File: src/design/bale_pkg.sv
// Package for the bounded array list engine.
// Holds sizes, command and status codes, FSM state and the controller/datapath structs.
// No dependencies.
package bale_pkg;

  localparam int unsigned CAP   = 64;
  localparam int unsigned IDX_W = $clog2(CAP);
  localparam int unsigned LEN_W = $clog2(CAP + 1);
  localparam int unsigned EW    = 32;
  localparam int unsigned CMD_W = 4;
  localparam int unsigned POS_W = 7;
  localparam int unsigned ST_W  = 2;

  typedef enum logic [CMD_W-1:0] {
    CMD_APPEND   = 4'd0,
    CMD_INSERT   = 4'd1,
    CMD_DELETE   = 4'd2,
    CMD_READ     = 4'd3,
    CMD_WRITE    = 4'd4,
    CMD_FIND     = 4'd5,
    CMD_SORT_INS = 4'd6,
    CMD_REMOVE   = 4'd7,
    CMD_DEL_RUN  = 4'd8,
    CMD_REVERSE  = 4'd9
  } cmd_e;

  typedef enum logic [ST_W-1:0] {
    ST_OK       = 2'd0,
    ST_RANGE    = 2'd1,
    ST_FULL     = 2'd2,
    ST_NOTFOUND = 2'd3
  } status_e;

  // index register update
  typedef enum logic [2:0] {
    IX_KEEP, IX_ZERO, IX_LEN, IX_LEN_M1, IX_POS, IX_POS_RUN, IX_INC, IX_DEC
  } idx_op_e;

  typedef enum logic [1:0] {
    LN_KEEP, LN_INC, LN_SUB_RUN, LN_FROM_K
  } len_op_e;

  typedef enum logic [1:0] {
    WA_I, WA_J, WA_K, WA_POS
  } wa_sel_e;

  typedef enum logic [1:0] {
    WD_VAL, WD_RDA, WD_RDB
  } wd_sel_e;

  typedef enum logic [1:0] {
    PS_KEEP, PS_LEN, PS_I
  } pos_op_e;

  typedef enum logic [4:0] {
    S_IDLE, S_DECODE,
    S_INS_RD, S_INS_WR,
    S_DEL_SET, S_DEL_RD, S_DEL_WR,
    S_RD_ISSUE, S_RD_WAIT,
    S_FIND_RD, S_FIND_CHK,
    S_SORT_RD, S_SORT_CHK,
    S_REM_RD, S_REM_CHK,
    S_REV_RD, S_REV_WA, S_REV_WB,
    S_DONE
  } state_e;

  typedef struct packed {
    logic    load_in;
    logic    run_one;
    idx_op_e i_op;
    idx_op_e j_op;
    idx_op_e k_op;
    pos_op_e pos_op;
    len_op_e len_op;
    logic    rd_en;
    logic    wr_en;
    wa_sel_e wa_sel;
    wd_sel_e wd_sel;
    logic    set_status;
    status_e status;
    logic    cap_rd;
    logic    cap_fidx;
    logic    out_load;
  } dp_ctrl_t;

  typedef struct packed {
    cmd_e cmd;
    logic pos_gt_len;
    logic pos_ge_len;
    logic full;
    logic run_bad;
    logic i_lt_len;
    logic k_gt_pos;
    logic i_lt_j;
    logic hit;
    logic less;
  } dp_stat_t;

endpackage

File: src/design/bounded_array_list_engine.sv
// Bounded array list engine: one command word in, one result word out.
// Throughput: one command at a time; the next is taken the cycle after the result is
// loaded, even while that result waits on a stall.
// Reset (async, active low) empties the list; memory contents are not cleared.
module bounded_array_list_engine (
  input  logic                              clk_i,
  input  logic                              rst_ni,
  input  logic                              in_valid_i,
  output logic                              in_stall_o,
  input  logic [bale_pkg::CMD_W-1:0]        command_i,
  input  logic [bale_pkg::POS_W-1:0]        position_i,
  input  logic [bale_pkg::POS_W-1:0]        run_count_i,
  input  logic signed [bale_pkg::EW-1:0]    value_i,
  output logic                              out_valid_o,
  input  logic                              out_stall_i,
  output logic [bale_pkg::ST_W-1:0]         status_o,
  output logic signed [bale_pkg::EW-1:0]    read_value_o,
  output logic [bale_pkg::IDX_W-1:0]        found_index_o,
  output logic [bale_pkg::LEN_W-1:0]        list_length_o
);
  import bale_pkg::*;

  dp_ctrl_t ctrl;
  dp_stat_t stat;

  bale_ctrl u_ctrl (
    .clk_i       (clk_i),
    .rst_ni      (rst_ni),
    .in_valid_i  (in_valid_i),
    .in_stall_o  (in_stall_o),
    .out_valid_o (out_valid_o),
    .out_stall_i (out_stall_i),
    .stat_i      (stat),
    .ctrl_o      (ctrl)
  );

  bale_dpath u_dpath (
    .clk_i         (clk_i),
    .rst_ni        (rst_ni),
    .ctrl_i        (ctrl),
    .stat_o        (stat),
    .command_i     (command_i),
    .position_i    (position_i),
    .run_count_i   (run_count_i),
    .value_i       (value_i),
    .status_o      (status_o),
    .read_value_o  (read_value_o),
    .found_index_o (found_index_o),
    .list_length_o (list_length_o)
  );

endmodule

File: src/design/bale_dpath.sv
// Datapath of the list engine: element memory, length, index registers, result registers.
// Depends on bale_pkg; driven by bale_ctrl.
module bale_dpath (
  input  logic                              clk_i,
  input  logic                              rst_ni,
  input  bale_pkg::dp_ctrl_t                ctrl_i,
  output bale_pkg::dp_stat_t                stat_o,
  input  logic [bale_pkg::CMD_W-1:0]        command_i,
  input  logic [bale_pkg::POS_W-1:0]        position_i,
  input  logic [bale_pkg::POS_W-1:0]        run_count_i,
  input  logic signed [bale_pkg::EW-1:0]    value_i,
  output logic [bale_pkg::ST_W-1:0]         status_o,
  output logic signed [bale_pkg::EW-1:0]    read_value_o,
  output logic [bale_pkg::IDX_W-1:0]        found_index_o,
  output logic [bale_pkg::LEN_W-1:0]        list_length_o
);
  import bale_pkg::*;

  logic signed [EW-1:0] mem [CAP];

  cmd_e                 cmd_q;
  logic [LEN_W-1:0]     pos_q, run_q;
  logic signed [EW-1:0] val_q;
  logic [LEN_W-1:0]     len_q, len_d;
  logic [LEN_W-1:0]     i_q, j_q, k_q;
  logic signed [EW-1:0] rda_q, rdb_q;
  status_e              res_st_q;
  logic signed [EW-1:0] res_rd_q;
  logic [IDX_W-1:0]     res_fidx_q;
  logic [IDX_W-1:0]     wa;
  logic signed [EW-1:0] wd;
  logic [LEN_W:0]       pos_run;

  function automatic logic [LEN_W-1:0] idx_next(idx_op_e op, logic [LEN_W-1:0] cur,
                                                logic [LEN_W-1:0] len,
                                                logic [LEN_W-1:0] pos,
                                                logic [LEN_W-1:0] run);
    logic [LEN_W-1:0] r;
    unique case (op)
      IX_KEEP:    r = cur;
      IX_ZERO:    r = '0;
      IX_LEN:     r = len;
      IX_LEN_M1:  r = (len == '0) ? '0 : len - LEN_W'(1);
      IX_POS:     r = pos;
      IX_POS_RUN: r = pos + run;
      IX_INC:     r = cur + LEN_W'(1);
      IX_DEC:     r = cur - LEN_W'(1);
      default:    r = cur;
    endcase
    return r;
  endfunction

  assign pos_run = {1'b0, pos_q} + {1'b0, run_q};

  // status toward the controller
  assign stat_o.cmd        = cmd_q;
  assign stat_o.pos_gt_len = pos_q > len_q;
  assign stat_o.pos_ge_len = pos_q >= len_q;
  assign stat_o.full       = len_q == LEN_W'(CAP);
  assign stat_o.run_bad    = (run_q == '0) || (pos_run > {1'b0, len_q});
  assign stat_o.i_lt_len   = i_q < len_q;
  assign stat_o.k_gt_pos   = k_q > pos_q;
  assign stat_o.i_lt_j     = i_q < j_q;
  assign stat_o.hit        = rda_q == val_q;
  assign stat_o.less       = val_q < rda_q;

  // write address and data select
  always_comb begin
    unique case (ctrl_i.wa_sel)
      WA_I:    wa = i_q[IDX_W-1:0];
      WA_J:    wa = j_q[IDX_W-1:0];
      WA_K:    wa = k_q[IDX_W-1:0];
      WA_POS:  wa = pos_q[IDX_W-1:0];
      default: wa = pos_q[IDX_W-1:0];
    endcase
    unique case (ctrl_i.wd_sel)
      WD_VAL:  wd = val_q;
      WD_RDA:  wd = rda_q;
      WD_RDB:  wd = rdb_q;
      default: wd = val_q;
    endcase
  end

  // element memory: one write port, two registered read ports
  always_ff @(posedge clk_i) begin
    if (ctrl_i.wr_en) begin
      mem[wa] <= wd;
    end
    if (ctrl_i.rd_en) begin
      rda_q <= mem[i_q[IDX_W-1:0]];
      rdb_q <= mem[j_q[IDX_W-1:0]];
    end
  end

  // length update
  always_comb begin
    unique case (ctrl_i.len_op)
      LN_KEEP:    len_d = len_q;
      LN_INC:     len_d = len_q + LEN_W'(1);
      LN_SUB_RUN: len_d = len_q - run_q;
      LN_FROM_K:  len_d = k_q;
      default:    len_d = len_q;
    endcase
  end

  always_ff @(posedge clk_i or negedge rst_ni) begin
    if (!rst_ni) begin
      len_q <= '0;
    end else begin
      len_q <= len_d;
    end
  end

  // command word, indexes and result registers
  always_ff @(posedge clk_i) begin
    if (ctrl_i.load_in) begin
      cmd_q      <= cmd_e'(command_i);
      pos_q      <= LEN_W'(position_i);
      run_q      <= LEN_W'(run_count_i);
      val_q      <= value_i;
      res_st_q   <= ST_OK;
      res_rd_q   <= '0;
      res_fidx_q <= '0;
    end else begin
      if (ctrl_i.run_one) begin
        run_q <= LEN_W'(1);
      end
      unique case (ctrl_i.pos_op)
        PS_LEN:  pos_q <= len_q;
        PS_I:    pos_q <= i_q;
        default: pos_q <= pos_q;
      endcase
      if (ctrl_i.set_status) begin
        res_st_q <= ctrl_i.status;
      end
      if (ctrl_i.cap_rd) begin
        res_rd_q <= rda_q;
      end
      if (ctrl_i.cap_fidx) begin
        res_fidx_q <= i_q[IDX_W-1:0];
      end
    end
    i_q <= idx_next(ctrl_i.i_op, i_q, len_q, pos_q, run_q);
    j_q <= idx_next(ctrl_i.j_op, j_q, len_q, pos_q, run_q);
    k_q <= idx_next(ctrl_i.k_op, k_q, len_q, pos_q, run_q);
  end

  // output word register
  always_ff @(posedge clk_i) begin
    if (ctrl_i.out_load) begin
      status_o      <= res_st_q;
      read_value_o  <= res_rd_q;
      found_index_o <= res_fidx_q;
      list_length_o <= len_q;
    end
  end

`ifndef ASSERT_OFF
  a_len_cap: assert property (@(posedge clk_i) disable iff (!rst_ni)
    len_q <= LEN_W'(CAP))
    else $error("list length above capacity");
  a_grow_room: assert property (@(posedge clk_i) disable iff (!rst_ni)
    ctrl_i.len_op == LN_INC |-> len_q < LEN_W'(CAP))
    else $error("length grows on a full list");
`endif

endmodule

File: src/design/bale_ctrl.sv
// Controller FSM of the list engine: sequences memory reads, writes and index steps.
// Depends on bale_pkg; drives bale_dpath.
module bale_ctrl (
  input  logic               clk_i,
  input  logic               rst_ni,
  input  logic               in_valid_i,
  output logic               in_stall_o,
  output logic               out_valid_o,
  input  logic               out_stall_i,
  input  bale_pkg::dp_stat_t stat_i,
  output bale_pkg::dp_ctrl_t ctrl_o
);
  import bale_pkg::*;

  state_e state_q, state_d;
  logic   out_valid_q, out_valid_d;

  assign in_stall_o  = state_q != S_IDLE;
  assign out_valid_o = out_valid_q;

  always_ff @(posedge clk_i or negedge rst_ni) begin
    if (!rst_ni) begin
      state_q     <= S_IDLE;
      out_valid_q <= 1'b0;
    end else begin
      state_q     <= state_d;
      out_valid_q <= out_valid_d;
    end
  end

  // next state and datapath commands
  always_comb begin
    state_d     = state_q;
    ctrl_o      = '0;
    out_valid_d = out_valid_q && out_stall_i;
    unique case (state_q)
      S_IDLE: begin
        if (in_valid_i) begin
          ctrl_o.load_in = 1'b1;
          state_d        = S_DECODE;
        end
      end
      S_DECODE: begin
        state_d = S_DONE;
        unique case (stat_i.cmd)
          CMD_APPEND: begin
            if (stat_i.full) begin
              ctrl_o.set_status = 1'b1;
              ctrl_o.status     = ST_FULL;
            end else begin
              ctrl_o.pos_op = PS_LEN;
              ctrl_o.k_op   = IX_LEN;
              ctrl_o.i_op   = IX_LEN_M1;
              state_d       = S_INS_RD;
            end
          end
          CMD_INSERT: begin
            if (stat_i.pos_gt_len) begin
              ctrl_o.set_status = 1'b1;
              ctrl_o.status     = ST_RANGE;
            end else if (stat_i.full) begin
              ctrl_o.set_status = 1'b1;
              ctrl_o.status     = ST_FULL;
            end else begin
              ctrl_o.k_op = IX_LEN;
              ctrl_o.i_op = IX_LEN_M1;
              state_d     = S_INS_RD;
            end
          end
          CMD_DELETE: begin
            if (stat_i.pos_ge_len) begin
              ctrl_o.set_status = 1'b1;
              ctrl_o.status     = ST_RANGE;
            end else begin
              ctrl_o.run_one = 1'b1;
              ctrl_o.k_op    = IX_POS;
              state_d        = S_DEL_SET;
            end
          end
          CMD_DEL_RUN: begin
            if (stat_i.run_bad) begin
              ctrl_o.set_status = 1'b1;
              ctrl_o.status     = ST_RANGE;
            end else begin
              ctrl_o.i_op = IX_POS_RUN;
              ctrl_o.k_op = IX_POS;
              state_d     = S_DEL_RD;
            end
          end
          CMD_READ: begin
            if (stat_i.pos_ge_len) begin
              ctrl_o.set_status = 1'b1;
              ctrl_o.status     = ST_RANGE;
            end else begin
              ctrl_o.i_op = IX_POS;
              state_d     = S_RD_ISSUE;
            end
          end
          CMD_WRITE: begin
            if (stat_i.pos_ge_len) begin
              ctrl_o.set_status = 1'b1;
              ctrl_o.status     = ST_RANGE;
            end else begin
              ctrl_o.wr_en  = 1'b1;
              ctrl_o.wa_sel = WA_POS;
              ctrl_o.wd_sel = WD_VAL;
            end
          end
          CMD_FIND: begin
            ctrl_o.set_status = 1'b1;
            ctrl_o.status     = ST_NOTFOUND;
            ctrl_o.i_op       = IX_ZERO;
            state_d           = S_FIND_RD;
          end
          CMD_SORT_INS: begin
            if (stat_i.full) begin
              ctrl_o.set_status = 1'b1;
              ctrl_o.status     = ST_FULL;
            end else begin
              ctrl_o.i_op = IX_ZERO;
              state_d     = S_SORT_RD;
            end
          end
          CMD_REMOVE: begin
            ctrl_o.i_op = IX_ZERO;
            ctrl_o.k_op = IX_ZERO;
            state_d     = S_REM_RD;
          end
          CMD_REVERSE: begin
            ctrl_o.i_op = IX_ZERO;
            ctrl_o.j_op = IX_LEN_M1;
            state_d     = S_REV_RD;
          end
          default: begin
            ctrl_o.set_status = 1'b1;
            ctrl_o.status     = ST_RANGE;
          end
        endcase
      end
      // shift the tail up by one, then drop the new element in place
      S_INS_RD: begin
        if (stat_i.k_gt_pos) begin
          ctrl_o.rd_en = 1'b1;
          state_d      = S_INS_WR;
        end else begin
          ctrl_o.wr_en  = 1'b1;
          ctrl_o.wa_sel = WA_POS;
          ctrl_o.wd_sel = WD_VAL;
          ctrl_o.len_op = LN_INC;
          state_d       = S_DONE;
        end
      end
      S_INS_WR: begin
        ctrl_o.wr_en  = 1'b1;
        ctrl_o.wa_sel = WA_K;
        ctrl_o.wd_sel = WD_RDA;
        ctrl_o.k_op   = IX_DEC;
        ctrl_o.i_op   = IX_DEC;
        state_d       = S_INS_RD;
      end
      // single delete: run length is one now, start reading past the gap
      S_DEL_SET: begin
        ctrl_o.i_op = IX_POS_RUN;
        state_d     = S_DEL_RD;
      end
      // shift the tail down by the run length
      S_DEL_RD: begin
        if (stat_i.i_lt_len) begin
          ctrl_o.rd_en = 1'b1;
          state_d      = S_DEL_WR;
        end else begin
          ctrl_o.len_op = LN_SUB_RUN;
          state_d       = S_DONE;
        end
      end
      S_DEL_WR: begin
        ctrl_o.wr_en  = 1'b1;
        ctrl_o.wa_sel = WA_K;
        ctrl_o.wd_sel = WD_RDA;
        ctrl_o.k_op   = IX_INC;
        ctrl_o.i_op   = IX_INC;
        state_d       = S_DEL_RD;
      end
      S_RD_ISSUE: begin
        ctrl_o.rd_en = 1'b1;
        state_d      = S_RD_WAIT;
      end
      S_RD_WAIT: begin
        ctrl_o.cap_rd = 1'b1;
        state_d       = S_DONE;
      end
      // linear search for the first equal entry
      S_FIND_RD: begin
        if (stat_i.i_lt_len) begin
          ctrl_o.rd_en = 1'b1;
          state_d      = S_FIND_CHK;
        end else begin
          state_d = S_DONE;
        end
      end
      S_FIND_CHK: begin
        if (stat_i.hit) begin
          ctrl_o.set_status = 1'b1;
          ctrl_o.status     = ST_OK;
          ctrl_o.cap_fidx   = 1'b1;
          state_d           = S_DONE;
        end else begin
          ctrl_o.i_op = IX_INC;
          state_d     = S_FIND_RD;
        end
      end
      // find the first greater entry, then insert there
      S_SORT_RD: begin
        if (stat_i.i_lt_len) begin
          ctrl_o.rd_en = 1'b1;
          state_d      = S_SORT_CHK;
        end else begin
          ctrl_o.pos_op = PS_I;
          ctrl_o.k_op   = IX_LEN;
          ctrl_o.i_op   = IX_LEN_M1;
          state_d       = S_INS_RD;
        end
      end
      S_SORT_CHK: begin
        if (stat_i.less) begin
          ctrl_o.pos_op = PS_I;
          ctrl_o.k_op   = IX_LEN;
          ctrl_o.i_op   = IX_LEN_M1;
          state_d       = S_INS_RD;
        end else begin
          ctrl_o.i_op = IX_INC;
          state_d     = S_SORT_RD;
        end
      end
      // compact in order, dropping equal entries
      S_REM_RD: begin
        if (stat_i.i_lt_len) begin
          ctrl_o.rd_en = 1'b1;
          state_d      = S_REM_CHK;
        end else begin
          ctrl_o.len_op = LN_FROM_K;
          state_d       = S_DONE;
        end
      end
      S_REM_CHK: begin
        if (!stat_i.hit) begin
          ctrl_o.wr_en  = 1'b1;
          ctrl_o.wa_sel = WA_K;
          ctrl_o.wd_sel = WD_RDA;
          ctrl_o.k_op   = IX_INC;
        end
        ctrl_o.i_op = IX_INC;
        state_d     = S_REM_RD;
      end
      // swap from both ends inward
      S_REV_RD: begin
        if (stat_i.i_lt_j) begin
          ctrl_o.rd_en = 1'b1;
          state_d      = S_REV_WA;
        end else begin
          state_d = S_DONE;
        end
      end
      S_REV_WA: begin
        ctrl_o.wr_en  = 1'b1;
        ctrl_o.wa_sel = WA_I;
        ctrl_o.wd_sel = WD_RDB;
        state_d       = S_REV_WB;
      end
      S_REV_WB: begin
        ctrl_o.wr_en  = 1'b1;
        ctrl_o.wa_sel = WA_J;
        ctrl_o.wd_sel = WD_RDA;
        ctrl_o.i_op   = IX_INC;
        ctrl_o.j_op   = IX_DEC;
        state_d       = S_REV_RD;
      end
      // hand the result word over once the output register is free
      S_DONE: begin
        if (!out_valid_q || !out_stall_i) begin
          ctrl_o.out_load = 1'b1;
          out_valid_d     = 1'b1;
          state_d         = S_IDLE;
        end
      end
      default: begin
        state_d = S_IDLE;
      end
    endcase
  end

`ifndef ASSERT_OFF
  a_busy_stall: assert property (@(posedge clk_i) disable iff (!rst_ni)
    state_q != S_IDLE |-> in_stall_o)
    else $error("input taken while busy");
  a_load_valid: assert property (@(posedge clk_i) disable iff (!rst_ni)
    ctrl_o.out_load |=> out_valid_o)
    else $error("result word loaded but not valid");
  a_no_overwrite: assert property (@(posedge clk_i) disable iff (!rst_ni)
    ctrl_o.out_load |-> !(out_valid_q && out_stall_i))
    else $error("pending result word overwritten");
  a_rw_excl: assert property (@(posedge clk_i) disable iff (!rst_ni)
    ctrl_o.wr_en |-> !ctrl_o.rd_en)
    else $error("read and write issued together");
`endif

endmodule
File: config.mk
export PLATFORM = sky130hd
export DESIGN_NAME = bounded_array_list_engine
export DESIGN_NICKNAME = d
export VERILOG_FILES = /design/src/design/bale_pkg.sv /design/src/design/bounded_array_list_engine.sv /design/src/design/bale_dpath.sv /design/src/design/bale_ctrl.sv
export SDC_FILE = /design/constraint.sdc
export NUM_CORES = 2
export LEC_CHECK = 0
export BUFFER_PORTS_ARGS = -buffer_cell sky130_fd_sc_hd__buf_2
export CORE_UTILIZATION = 35
export DETAILED_ROUTE_END_ITERATION = 10
export PLACE_DENSITY_LB_ADDON = 0.25
export SYNTH_ARGS = -nofsm -noshare
export SYNTH_HDL_FRONTEND = slang
export SYNTH_SLANG_ARGS = --single-unit
File: constraint.sdc
create_clock -name clk_i -period 16.31 [get_ports clk_i]
set_clock_uncertainty 0.2 [all_clocks]
set_input_delay 3.262 -clock clk_i [delete_from_list [all_inputs] [get_ports clk_i]]
set_output_delay 3.262 -clock clk_i [all_outputs]
set_load 0.02 [all_outputs]
==> impl_metrics.tcl <==
set metrics [dict create \
    synth_common_cells "edfxtp_1, mux4_2, clkbuf_1" \
    worst-setup-path-type "flop to flop" \
    yosys.area.top_type_share 0.631 \
    grt_overflow_total 0 \
    drt-pass1-iter-count 7 \
    die_area_sq_mm 0.305 \
    cts_buffer_depth 4 \
    syn-cell-area_sq_mm 0.106 \
    ir_drop_v 0.000143 \
    synth_seq_cells 2283 \
    place_hpwl_um 213000 \
    syn_nets 5161 \
    clockRootBuffer "clkbuf_16" \
    numCtsBuffers 248 \
    synth_top_area_cell "edfxtp_1" \
    synth_cell_types 81 \
    grt_pass1_vias 57773 \
    start_util 0.353 \
    multiInputGateArea_sq_mm 0.0373 \
    synthTopCellsByArea "edfxtp_1, mux4_2, ha_1" \
    yosysSeqAreaShare 0.641 \
    vias 58221 \
    yosys_warnings 0 \
    startpoint_type "flop" \
    rows 201 \
    final_area_sq_mm 0.120 \
    worstHoldPathType "flop to flop" \
    antenna_found_initial 25 \
    synth_edf_count 2230 \
    layout-drive-gt1-share 0.391 \
    fin_crit_ns 6.74 \
    cts_resized 0 \
    p_per_area_mw_per_mm2 182 \
    viasPerCell 6.23 \
    placed_area_sq_mm 0.113 \
    avgSynthCellArea_sq_um 21.2 \
    fin_crit_sh 0.413 \
    h-tree-depth 4 \
    r2r_end "u_dpath.mem[26][25]$_DFFE_PP_" \
    drt_iter0_drc 8114 \
    fp.dieW_um 553 \
    track_usage 0.228 \
    cts_sinks 2283 \
    route.detailed.drc 0 \
    syn_to_final_growth_pct 13.4 \
    slew_headroom 0.159 \
    end_kind "flop" \
    r2r_start "u_dpath.rda_q[11]$_DFFE_PP_" \
    drv_slew 0 \
    core_sq_mm 0.301 \
    cp_max_fo 17 \
    use_met1 0.323 \
    yosysMostFrequentCell "edfxtp_1" \
    leakage_nw 37.3 \
    arrival_ns 7.10 \
    synthCells 5006 \
    final_nets 5329 \
    wl_per_cell_um 37.6 \
    synthArstFlopShare 0.00569 \
    die_y_um 553 \
    rsz0062_at_grt "no" \
    grt.busiest_layer "met2" \
    globalRouteMet3Util 0.0435 \
    cts_tree "done" \
    place.gp.congestion 0.873 \
    status "completed" \
    ant_nets 0 \
    r2r_slack_ns 9.57 \
    nFillCells 26472 \
    path_clk_slew_ns 0.06 \
    portBuffers 102 \
    grt_max_degree 126 \
    tightestPinTransition_ns 1.25 \
    drv_cap 0 \
    rr_worst_depth 12 \
    startpoint "u_dpath.rda_q[11]$_DFFE_PP_" \
    cts_hold_buf 0 \
    grtUsageMet2 0.357 \
    synth_ff_type "edfxtp_1" \
    ioPinCount 103 \
    final-hold-violation-count 0 \
    cts_setup_buffers 0 \
    crit_required_ns 16.66 \
    seq_area_sq_mm 0.0681 \
    clock.fmax_ghz 0.148 \
    grt_pass1_wl_um 485000 \
    drt-total-wl_um 351000 \
    tns_ns 0 \
    setup_viol 0 \
    crit_end "u_dpath.mem[26][25]$_DFFE_PP_" \
    clock_latency_ns 0.96 \
]
[where the power goes]
group	leakage (nW)	internal (mW)	switching (mW)
clock network	3.82	3.09	2.40
registers	20.7	8.05	0.309
logic	12.8	3.03	5.05
total	37.3	14.2	7.76
[routing by layer]
layer	part of all wire	vias up
met2	0.47	3069
met1	0.41	32317
met4	0.033	8
met5	0.00014	-
met3	0.090	521
li1	-	22306
[worst max-delay path: stages, from the launching register on]
cell	delay, ns
edfxtp_1	0.37
inv_1	0.05
ha_1	0.31
nand4_1	0.28
nor4_2	1.12
nand3_2	0.25
a32oi_4	0.45
nand2_4	0.11
or2_1	0.35
o22ai_1	0.41
nand3b_1	0.78
nor2_4	1.07
buf_4	0.49
[placed cells by master (no fill, tap or decap), drive strengths merged, types with 13 or more instances in the layout]
| cell type | netlist | final |
|---|---|---|
| edfxtp | 2230 | 2230 |
| mux4 | 1339 | 1339 |
| clkbuf | 250 | 300 |
| buf | 110 | 278 |
| nand2 | 157 | 157 |
| nor2 | 156 | 156 |
| clkinv | 2 | 122 |
| a21oi | 107 | 107 |
| ha | 96 | 96 |
| inv | 71 | 78 |
| o21ai | 68 | 68 |
| dfxtp | 40 | 40 |
| a22oi | 37 | 37 |
| xnor2 | 24 | 24 |
| mux2i | 23 | 23 |
| a21o | 21 | 21 |
| nand3 | 19 | 19 |
| nand2b | 18 | 18 |
| bufinv | 0 | 17 |
| nand4 | 16 | 16 |
| or3 | 14 | 14 |
| dfrtp | 13 | 13 |
[sequential cells by signal (all words and copies together), names as in the netlist, 6 cells and up]
signal                 cells
u_dpath.read_value_o      32
u_dpath.run_q              7
u_dpath.found_index_o      6
u_dpath.pos_q              7
u_dpath.mem             2048
u_dpath.rda_q             32
u_dpath.i_q                7
u_dpath.res_rd_q          32
u_dpath.len_q              7
u_dpath.list_length_o      7
u_dpath.j_q                7
u_dpath.rdb_q             32
u_dpath.res_fidx_q         6
u_dpath.val_q             32
u_dpath.k_q                7
[how the worst min path moves through the flow]
stage	start	end	slack (ns)	cells past startpoint
2_1_floorplan	u_dpath.res_fidx_q[2]$_SDFFE_PP0P_	u_dpath.found_index_o[2]$_DFFE_PP_	0.21	0
3_3_place_gp	u_dpath.res_rd_q[15]$_SDFFE_PP0P_	u_dpath.read_value_o[15]$_DFFE_PP_	0.21	0
3_5_place_dp	u_dpath.res_rd_q[23]$_SDFFE_PP0P_	u_dpath.read_value_o[23]$_DFFE_PP_	0.21	0
4_1_cts	u_dpath.res_rd_q[23]$_SDFFE_PP0P_	u_dpath.read_value_o[23]$_DFFE_PP_	0.23	0
5_1_grt	u_dpath.res_rd_q[23]$_SDFFE_PP0P_	u_dpath.read_value_o[23]$_DFFE_PP_	0.24	0
6_report	u_dpath.res_rd_q[23]$_SDFFE_PP0P_	u_dpath.read_value_o[23]$_DFFE_PP_	0.23	0
[per-stage QoR]
step	utilization	total power [mW]	setup slack (ns)	hold WS, ns	cells
after floorplan	-	13.4	8.44	0.208	5006
after global placement	0.374	16.5	9.98	0.215	8882
final	0.400	21.9	9.57	0.228	9339
after detailed placement	0.374	16.6	9.86	0.214	8882
after CTS	0.400	22.0	9.83	0.228	9334
after global routing	0.400	22.6	9.49	0.236	9335
[logic make-up (layout without fill, tap and decap cells)]
kind of cell	Yosys count	after routing	share of synthesized area
xor gates and xnor gates	32	32	0.00264
DFF	2283	2283	0.641
and+or+nand+nor	440	440	0.0191
adders and majority gates	102	102	0.0124
buffers and inverters	433	803	0.0156
other	0	5	0
AOI/OAI and AO/OA	343	343	0.0213
muxes	1373	1373	0.287
[area by class of cell]
cell class	count	area share
Clock inverter	152	0.0110
Tap cell	3958	0.0411
Multi-Input combinational cell	2290	0.310
Sequential cell	2283	0.566
Antenna cell	5	0.000104
Clock buffer	300	0.0539
Timing Repair Buffer	278	0.0162
Inverter	73	0.00236
Power figures use the tool's default switching activity.
